[src/design/bnca_ram.sv]
`timescale 1ns / 1ps
// ----------------------------------------------------------------------------
// bnca_ram
// Simple dual-port RAM: one write port, one registered read port.
// ----------------------------------------------------------------------------
module bnca_ram #(
    parameter int unsigned WIDTH = 8,
    parameter int unsigned DEPTH = 64
) (
    input  logic                     i_clk,
    input  logic                     i_we,
    input  logic [$clog2(DEPTH)-1:0] i_waddr,
    input  logic [WIDTH-1:0]         i_wdata,
    input  logic                     i_re,
    input  logic [$clog2(DEPTH)-1:0] i_raddr,
    output logic [WIDTH-1:0]         o_rdata
);

    logic [WIDTH-1:0] r_mem [DEPTH];
    logic [WIDTH-1:0] r_rdata;

    always_ff @(posedge i_clk) begin
        if (i_we) begin
            r_mem[i_waddr] <= i_wdata;
        end
    end

    always_ff @(posedge i_clk) begin
        if (i_re) begin
            r_rdata <= r_mem[i_raddr];
        end
    end

    assign o_rdata = r_rdata;

endmodule

[config.mk]
export PLATFORM = sky130hd
export DESIGN_NAME = bnca_ram
export DESIGN_NICKNAME = d
export VERILOG_FILES = /design/src/design/bnca_ram.sv
export SDC_FILE = /design/constraint.sdc
export NUM_CORES = 1
export LEC_CHECK = 0
export ABC_CLOCK_PERIOD_IN_PS = 3100
export BUFFER_PORTS_ARGS = -buffer_cell sky130_fd_sc_hd__buf_2
export CAP_MARGIN = 10
export CORE_UTILIZATION = 50
export CTS_BUF_LIST = sky130_fd_sc_hd__clkbuf_8
export DETAILED_ROUTE_END_ITERATION = 16
export HOLD_SLACK_MARGIN = 0.03
export PLACE_DENSITY = 0.66
export SETUP_SLACK_MARGIN = 0.02
export SYNTH_ARGS = -nofsm -noshare
export SYNTH_HDL_FRONTEND = slang
export SYNTH_SLANG_ARGS = --single-unit
[constraint.sdc]
create_clock -name i_clk -period 3.1 [get_ports i_clk]
set_input_delay 0.62 -clock i_clk [delete_from_list [all_inputs] [get_ports i_clk]]
set_output_delay 0.62 -clock i_clk [all_outputs]
set_load 0.02 [all_outputs]
==> metrics.txt <==
final-report hold violation count 0; Seq/Total Area, Yosys 77.1%; worst hold stages 1; Post-Syn Instances 940; Critical Path AT 2.71 ns; Synth Warn # 0; Std-Cell Rows 73; max-cap violations 0; post-CTS sizing 0; initial antenna violation count 0; prevailing post-synth register cell edfxtp_1; vias per inst 5.86; Placed Area 21,700 µm²; R2R cell count 5; WS Path Type in -> reg; relative slew slack 45.2%; CTS tree built; Clock Latency Late Sink 0.62 ns; Synth async-reset ratio 0%; initial core utilization 50.8%; P_leak 0.00755 µW; CTS H-tree depth 3; Synth area leaders edfxtp_1, mux4_2, nor2_1; Die Y-Extent 203 µm; outcome finished clean; post-synth top area share 77.1%; vias 10.0k; Reg clk slew, reported paths 0.06 ns; Avg Inst Size Synth 21.5 µm²; share of layout cells above drive strength 1 32.8%; pin count of the biggest net entering global routing 65; Synth Cell Area 20,200 µm²; Distinct cells, synth 39; R2R Path End o_rdata[3]; GRT Util Overall 22.5%; Worst Tran Pin Value 0.822 ns; VDD IR max 0.000289 V; IO Pins 31; DR WL/cell 26.2 µm; global-route wire length before repair 66,500 µm; top post-synthesis cells by count edfxtp_1, mux4_2, nor2_1, mux2i_1, nand2_1; nets@finish 1,140; post-synth top area cell edfxtp_1; vias in the first global route 10.3k; Final Critical Period 2.37 ns; most common cell in the netlist edfxtp_1; Final Util 58.1%; worst r2r src r_mem[2][3]; Final ANT Viol Nets 0; residual DRC count 0; TritonCTS Buffers 82; Remaining Overflow, GRT 0; setup_tns 0 ns; R2R setup slack 0.87 ns; Critical Path Source Type input port; final instance area 23,200 µm²; GPL Wtd Cong 0.802; # setup viols final 0; RSZ-0062 raised after global routing no; Fmax 421 MHz; CTS Hold Bufs 0; CP Data Required Time 3.44 ns; initial drt markers 1,039; period utilization 76.6%; post-DP HPWL 28,000 µm; Seq cells post-synth 520; clock sink count 520; CORE AREA 39,800 µm²; Post-synth EDFFs 520; Hold WC Path Type in -> reg; Hold Crit Endpoint r_mem[53][3]; clock root buffer clkbuf_8; Setup Skew 0.0268 ns; power density cells 592 nW/µm²; Mapped Nets 963; Die Wd 203 µm; min-delay src i_wdata[3]; number of setup buffers added after CTS 0; DR pass1 iterations 5; crit path max fanout 15; Die Footprint 41,300 µm²; CP Capture Type flip-flop; Max Buffers Root-to-Sink 3; Syn-to-layout area delta 14.4%; Final Slew Violations 0; final WL 44,700 µm; # port buffers 30
cell type report:
type	instances	area [µm²]
Sequential cell	520	15600
Timing Repair Buffer	144	1120
Clock inverter	64	274
Fill cell	2977	16700
Multi-Input combinational cell	369	4320
Tap cell	525	657
Clock buffer	85	1170
Antenna cell	1	2.50
worst max path at each step:
stage / from / to / depth (start not counted)
2_1_floorplan: i_raddr[1] / o_rdata[3] / 7
3_3_place_gp: i_raddr[0] / o_rdata[5] / 7
6_report: i_raddr[0] / o_rdata[5] / 7
4_1_cts: i_raddr[0] / o_rdata[5] / 7
3_5_place_dp: i_raddr[0] / o_rdata[5] / 7
5_1_grt: i_raddr[0] / o_rdata[5] / 7
cells by family (layout without fill, tap and decap cells):
| logic type | count (synthesis) | in the layout | synth area share [%] |
|---|---|---|---|
| buffers and inverters | 51 | 293 | 1.56 |
| and+or+nand+nor | 153 | 153 | 3.37 |
| other | 0 | 1 | 0 |
| muxes | 162 | 162 | 15.9 |
| AOI/OAI and AO/OA | 54 | 54 | 2.06 |
| DFF | 520 | 520 | 77.1 |
metal layers:
metal,wire length (µm),vias to the layer above,GRT usage [%]
met2,21600,396,35.3
met3,3060,56,4.23
li1,-,4305,-
met4,787,0,6.77
met5,0,-,0
met1,19200,5254,32.5
flip-flops by register name, summed over array words and instances, names as in the netlist:
register	cells
o_rdata	8
r_mem	512
cell usage in the layout (no fill, tap or decap), types with 4 or more instances in the layout:
cell type	n
inv_1	27
nor2_1	83
nand2b_1	7
buf_2	27
nand3_1	13
mux2i_1	23
nor3_1	7
a221oi_1	6
a211oi_1	4
clkinv_2	14
clkbuf_8	86
clkinv_1	19
buf_4	108
o221ai_1	8
o22ai_1	8
nand2_1	19
mux4_2	126
mux2_2	13
nor2b_1	14
edfxtp_1	520
buf_12	8
metrics by stage:
stage          hold WS [ns]  power, µW  instances  setup slack [ns]
2_1_floorplan         0.719       8380        940             0.674
3_3_place_gp          0.888       8720       1558            0.0991
3_5_place_dp          0.909       8730       1558             0.109
4_1_cts               0.265      13800       1707             0.752
5_1_grt               0.291      14200       1707             0.556
6_report              0.293      13700       1708             0.726
worst max-delay path, cell delays in order:
cell       delay, ns
clkbuf_8        0.15
buf_12          0.18
buf_4           0.27
mux4_2          0.52
a2111oi_0       0.66
buf_4           0.23
o41ai_1         0.07
report_power, final:
part           internal, µW  switching [µW]
Clock                  2550            2580
Combinational           305             456
Sequential             7800            21.6
Note: power is estimated with default switching activity, not from simulation.
