<file path="src/design/bnca_pkg.sv">
`timescale 1ns / 1ps
// ----------------------------------------------------------------------------
// bnca_pkg
// Shared types and constants for the nearest-center blob association block.
// ----------------------------------------------------------------------------
package bnca_pkg;

    localparam int unsigned MAX_BLOBS = 64;
    localparam int unsigned ADDR_W    = $clog2(MAX_BLOBS);
    localparam int unsigned CNT_W     = ADDR_W + 1;

    localparam int unsigned POS_W  = 16;
    localparam int unsigned ID_W   = 16;
    localparam int unsigned SQ_W   = 2 * POS_W;
    localparam int unsigned DIST_W = SQ_W + 1;

    localparam logic [ID_W-1:0] TRACK_MAX = '1;
    localparam logic [ID_W-1:0] TRACK_RST = ID_W'(1);

    typedef enum logic [1:0] {
        OP_LOAD      = 2'd0,
        OP_MATCH     = 2'd1,
        OP_RELABEL   = 2'd2,
        OP_NEW_FRAME = 2'd3
    } t_op;

    typedef enum logic [1:0] {
        STATUS_OK   = 2'd0,
        STATUS_FULL = 2'd1,
        STATUS_SAT  = 2'd2
    } t_status;

    typedef enum logic [3:0] {
        S_IDLE,
        S_M_RD,
        S_M_DIFF,
        S_M_SQX,
        S_M_SQY,
        S_M_CMP,
        S_P_RD,
        S_P_CHK,
        S_P_APP,
        S_R_RD,
        S_R_CHK,
        S_DONE
    } t_state;

    typedef struct packed {
        logic [POS_W-1:0] x;
        logic [POS_W-1:0] y;
        logic [ID_W-1:0]  id;
    } t_prev_entry;

    typedef struct packed {
        logic [ID_W-1:0]   prev_id;
        logic [ID_W-1:0]   cur_id;
        logic [DIST_W-1:0] sq_dist;
    } t_pair_entry;

    typedef struct packed {
        logic cap_diff;
        logic sq_x;
        logic sq_y;
    } t_dist_ctl;

endpackage

</file>
<file path="src/design/bnca_dist.sv">
`timescale 1ns / 1ps
// ----------------------------------------------------------------------------
// bnca_dist
// Squared distance unit: absolute differences, then one shared squarer used
// for x and then y. The sum of the two squares is presented to the sequencer.
// ----------------------------------------------------------------------------
module bnca_dist (
    input  logic                           i_clk,
    input  bnca_pkg::t_dist_ctl            i_ctl,
    input  logic [bnca_pkg::POS_W-1:0]     i_cur_x,
    input  logic [bnca_pkg::POS_W-1:0]     i_cur_y,
    input  logic [bnca_pkg::POS_W-1:0]     i_ref_x,
    input  logic [bnca_pkg::POS_W-1:0]     i_ref_y,
    output logic [bnca_pkg::DIST_W-1:0]    o_dist
);

    logic [bnca_pkg::POS_W-1:0] r_dx;
    logic [bnca_pkg::POS_W-1:0] r_dy;
    logic [bnca_pkg::SQ_W-1:0]  r_sqx;
    logic [bnca_pkg::SQ_W-1:0]  r_sqy;
    logic [bnca_pkg::POS_W-1:0] dx;
    logic [bnca_pkg::POS_W-1:0] dy;
    logic [bnca_pkg::POS_W-1:0] mul_op;
    logic [bnca_pkg::SQ_W-1:0]  mul_prod;

    assign dx = (i_cur_x >= i_ref_x) ? (i_cur_x - i_ref_x) : (i_ref_x - i_cur_x);
    assign dy = (i_cur_y >= i_ref_y) ? (i_cur_y - i_ref_y) : (i_ref_y - i_cur_y);

    // shared squarer
    assign mul_op   = i_ctl.sq_y ? r_dy : r_dx;
    assign mul_prod = mul_op * mul_op;

    always_ff @(posedge i_clk) begin
        if (i_ctl.cap_diff) begin
            r_dx <= dx;
            r_dy <= dy;
        end
        if (i_ctl.sq_x) begin
            r_sqx <= mul_prod;
        end
        if (i_ctl.sq_y) begin
            r_sqy <= mul_prod;
        end
    end

    assign o_dist = {1'b0, r_sqx} + {1'b0, r_sqy};

endmodule

</file>
<file path="config.mk">
export PLATFORM = sky130hd
export DESIGN_NAME = bnca_dist
export DESIGN_NICKNAME = d
export VERILOG_FILES = /design/src/design/bnca_pkg.sv /design/src/design/bnca_dist.sv
export SDC_FILE = /design/constraint.sdc
export NUM_CORES = 1
export LEC_CHECK = 0
export BUFFER_PORTS_ARGS = -buffer_cell sky130_fd_sc_hd__buf_4
export CAP_MARGIN = 20
export CORE_MARGIN = 3
export CORE_UTILIZATION = 30
export DETAILED_ROUTE_END_ITERATION = 16
export GPL_TIMING_DRIVEN = 0
export SLEW_MARGIN = 25
export SYNTH_ARGS = -nofsm -noshare
export SYNTH_HDL_FRONTEND = slang
export SYNTH_SLANG_ARGS = --single-unit
</file>
<file path="constraint.sdc">
create_clock -name i_clk -period 12.8 [get_ports i_clk]
set_clock_uncertainty 0.1 [all_clocks]
set_input_delay 0.64 -clock i_clk [delete_from_list [all_inputs] [get_ports i_clk]]
set_output_delay 0.64 -clock i_clk [all_outputs]
set_load 0.02 [all_outputs]
</file>
==> flow_metrics.env <==
export IMPL_status="completed"
export IMPL_path_buf_inv=9
export IMPL_cts_buffers=9
export IMPL_drt_pass1_iterations=5
export IMPL_crit_type="input pin to register"
export IMPL_use_met3_pct=1.586
export IMPL_use_met2_pct=23.05
export IMPL_period_minus_slack_ps=8723
export IMPL_via_per_inst=4.743
export IMPL_ys_warnings_count=0
export IMPL_wl_mm=33.13
export IMPL_die_area_sq_um=51050
export IMPL_dr_total_vias=10875
export IMPL_crit_required_ps=12870
export IMPL_globalRoute_busiestLayer="met2"
export IMPL_ioPinCount=101
export IMPL_rsz0062_at_grt="false"
export IMPL_ys_types=75
export IMPL_syn_area_sq_um=14510
export IMPL_seq_area_sq_um=2823
export IMPL_fp_row_count=79
export IMPL_tns_ps=0
export IMPL_maxCapViolCount=0
export IMPL_drv_slew=0
export IMPL_die_h_um=225.9
export IMPL_fillers=4790
export IMPL_ys_flop_type="edfxtp_1"
export IMPL_crit_path_max_fanout=33
export IMPL_track_usage_pct=13.31
export IMPL_slew_headroom_pct=27.51
export IMPL_max_stage_delay_ps=830
export IMPL_multi_input_area_sq_um=10240
export IMPL_antenna_found_initial=0
export IMPL_synth_cells=1570
export IMPL_hold_viol_final=0
export IMPL_ant_nets=0
export IMPL_grt_max_degree=34
export IMPL_holdBufCountCts=0
export IMPL_die_x_um=225.9
export IMPL_root_buffer="clkbuf_16"
export IMPL_fmax_mhz=114.6
export IMPL_synth_edf_count=94
export IMPL_diodes=0
export IMPL_clock_latency_ps=360
export IMPL_layout_area_overhead_vs_synth_pct=12.43
export IMPL_clk_pin_slew_worst_paths_ps=70
export IMPL_layout_drive_gt1_share_pct=9.549
export IMPL_cts_resized_gates=0
export IMPL_tightestPinTransition_ps=1057
export IMPL_core_area_sq_um=47150
export IMPL_grt_first_pass_wirelength_mm=55.37
export IMPL_hold_class="input pin to register"
export IMPL_cts_sinks=94
export IMPL_cp_end_kind="register"
export IMPL_setup_slack_ps=4077
export IMPL_first_global_vias=11265
export IMPL_overflow=0
export IMPL_cp_slowest_cell="mux2i_1"
export IMPL_synth_nets=1993
export IMPL_postCtsSetupBuffers=0
export IMPL_gp_congestion=0.9037
export IMPL_finish_net_count=2104
export IMPL_critPathLaunchType="input pin"
export IMPL_crit_family="adder cells"
export IMPL_dp_slack_ps=3615
export IMPL_portBuffers=100
export IMPL_cts_tree="yes"
export IMPL_cp_arrival_ps=8800
export IMPL_setup_viol_count_final=0
export IMPL_syn_avg_cell_area_sq_um=9.243
export IMPL_drt_iter0_markers=475
export IMPL_wire_per_inst_um=14.45
export IMPL_clockBufferDepth=2
export IMPL_crit_path_frequent_cell="fa_1"
export IMPL_ys_ff_latch=94
export IMPL_timing_final_crit_share_pct=68.15
export IMPL_ys_async_sr_fraction_pct=0
export IMPL_place_hpwl_mm=28.07
export IMPL_grtUsageMet1_pct=17.72
export IMPL_start_util_pct=30.78
export IMPL_htreeDepth=3
export IMPL_drc=0
export IMPL_ys_seq_area_share_pct=19.45
cell usage after synthesis, drive strengths merged, types with 2 or more instances:
| master | count | share of area [%] |
|---|---|---|
| o221ai | 5 | 0.30 |
| a311o | 2 | 0.14 |
| a221oi | 5 | 0.39 |
| clkbuf | 31 | 0.82 |
| o21a | 8 | 0.41 |
| and4 | 4 | 0.24 |
| a31oi | 11 | 0.47 |
| a21oi | 80 | 2.9 |
| nor3 | 15 | 0.52 |
| a21o | 47 | 2.4 |
| nand3b | 2 | 0.10 |
| or3 | 3 | 0.13 |
| o21ai | 46 | 1.6 |
| a2111oi | 4 | 0.41 |
| nor2 | 114 | 2.9 |
| nand2b | 10 | 0.43 |
| nor4 | 2 | 0.086 |
| and3 | 8 | 0.34 |
| a31o | 7 | 0.42 |
| xnor2 | 51 | 3.1 |
| o311ai | 4 | 0.24 |
| edfxtp | 94 | 19 |
| o21bai | 7 | 0.36 |
| or2 | 3 | 0.13 |
| xor2 | 32 | 1.9 |
| buf | 9 | 0.36 |
| o31ai | 7 | 0.46 |
| nand4 | 9 | 0.39 |
| o31a | 4 | 0.24 |
| a211o | 4 | 0.24 |
| a21boi | 3 | 0.16 |
| nor2b | 18 | 0.78 |
| ha | 189 | 16 |
| nand3 | 17 | 0.59 |
| a221o | 5 | 0.34 |
| mux2i | 25 | 1.7 |
| and2 | 7 | 0.30 |
| a211oi | 12 | 0.66 |
| o211ai | 5 | 0.35 |
| inv | 338 | 8.7 |
| nand2 | 126 | 3.3 |
| nor3b | 2 | 0.10 |
| clkinv | 4 | 0.10 |
| mux2 | 10 | 0.78 |
| fa | 166 | 23 |
layout make-up:
type / instances / share of cell area, %
Buffer: 40 / 1.051
Clock buffer: 9 / 1.380
Clock inverter: 7 / 0.3758
Inverter: 342 / 7.868
Multi-Input combinational cell: 1094 / 62.77
Sequential cell: 94 / 17.30
Tap cell: 607 / 4.655
Timing Repair Buffer: 100 / 4.601
path summary, 6_finish.rpt:
kind                                from   endpoint  slack (ps)  cells past startpoint
worst min register to register   r_dy[0]   r_sqx[0]         820                      2
worst max-delay path            i_ctl[0]  r_sqy[31]        4080                     25
worst max register to register   r_dy[2]  r_sqy[31]        4900                     23
worst min-delay path            i_ctl[2]    r_dy[9]         630                      1
kinds of logic after synthesis:
family,count (synthesis),share of synthesized area (%)
buffers and inverters,382,10.03
adder cells (fa/ha/maj),355,39.20
AO/OA/AOI/OAI,277,13.23
multiplexers,35,2.500
flip-flops,94,19.45
AND/OR/NAND/NOR,344,10.59
XOR/XNOR,83,5.010
stage by stage:
step                instances  instance area (sq um)  util [%]  hold slack [ps]
floorplan                1570                  14510         -            589.7
global placement         2277                  16020     33.98            804.2
detailed placement       2277                  16030     34.00            817.2
CTS                      2293                  16320     34.60            622.1
global route             2293                  16320     34.60            633.7
finish                   2293                  16320     34.60            630.2
cell usage in the layout, fill, tap and decap left out, types with 47 or more instances in the layout:
cell / synthesis / layout
a21oi_1: 78 / 78
nand2_1: 125 / 125
buf_4: 1 / 101
edfxtp_1: 94 / 94
xnor2_1: 51 / 51
ha_1: 189 / 189
nor2_1: 114 / 114
fa_1: 166 / 166
inv_1: 338 / 338
a21o_1: 47 / 47
metal layers:
metal / vias up / part of all wire [%]
met5: - / 0
met4: 0 / 1.7
met3: 30 / 4.2
met2: 224 / 48
met1: 5262 / 46
li1: 5359 / -
state kept, by name (all words and copies together) (netlist names):
signal / cells
r_sqx: 31
r_dx: 16
r_dy: 16
r_sqy: 31
Power is not shown: default switching activity piles up to over one toggle a cycle in this logic, so the estimate is an artifact.
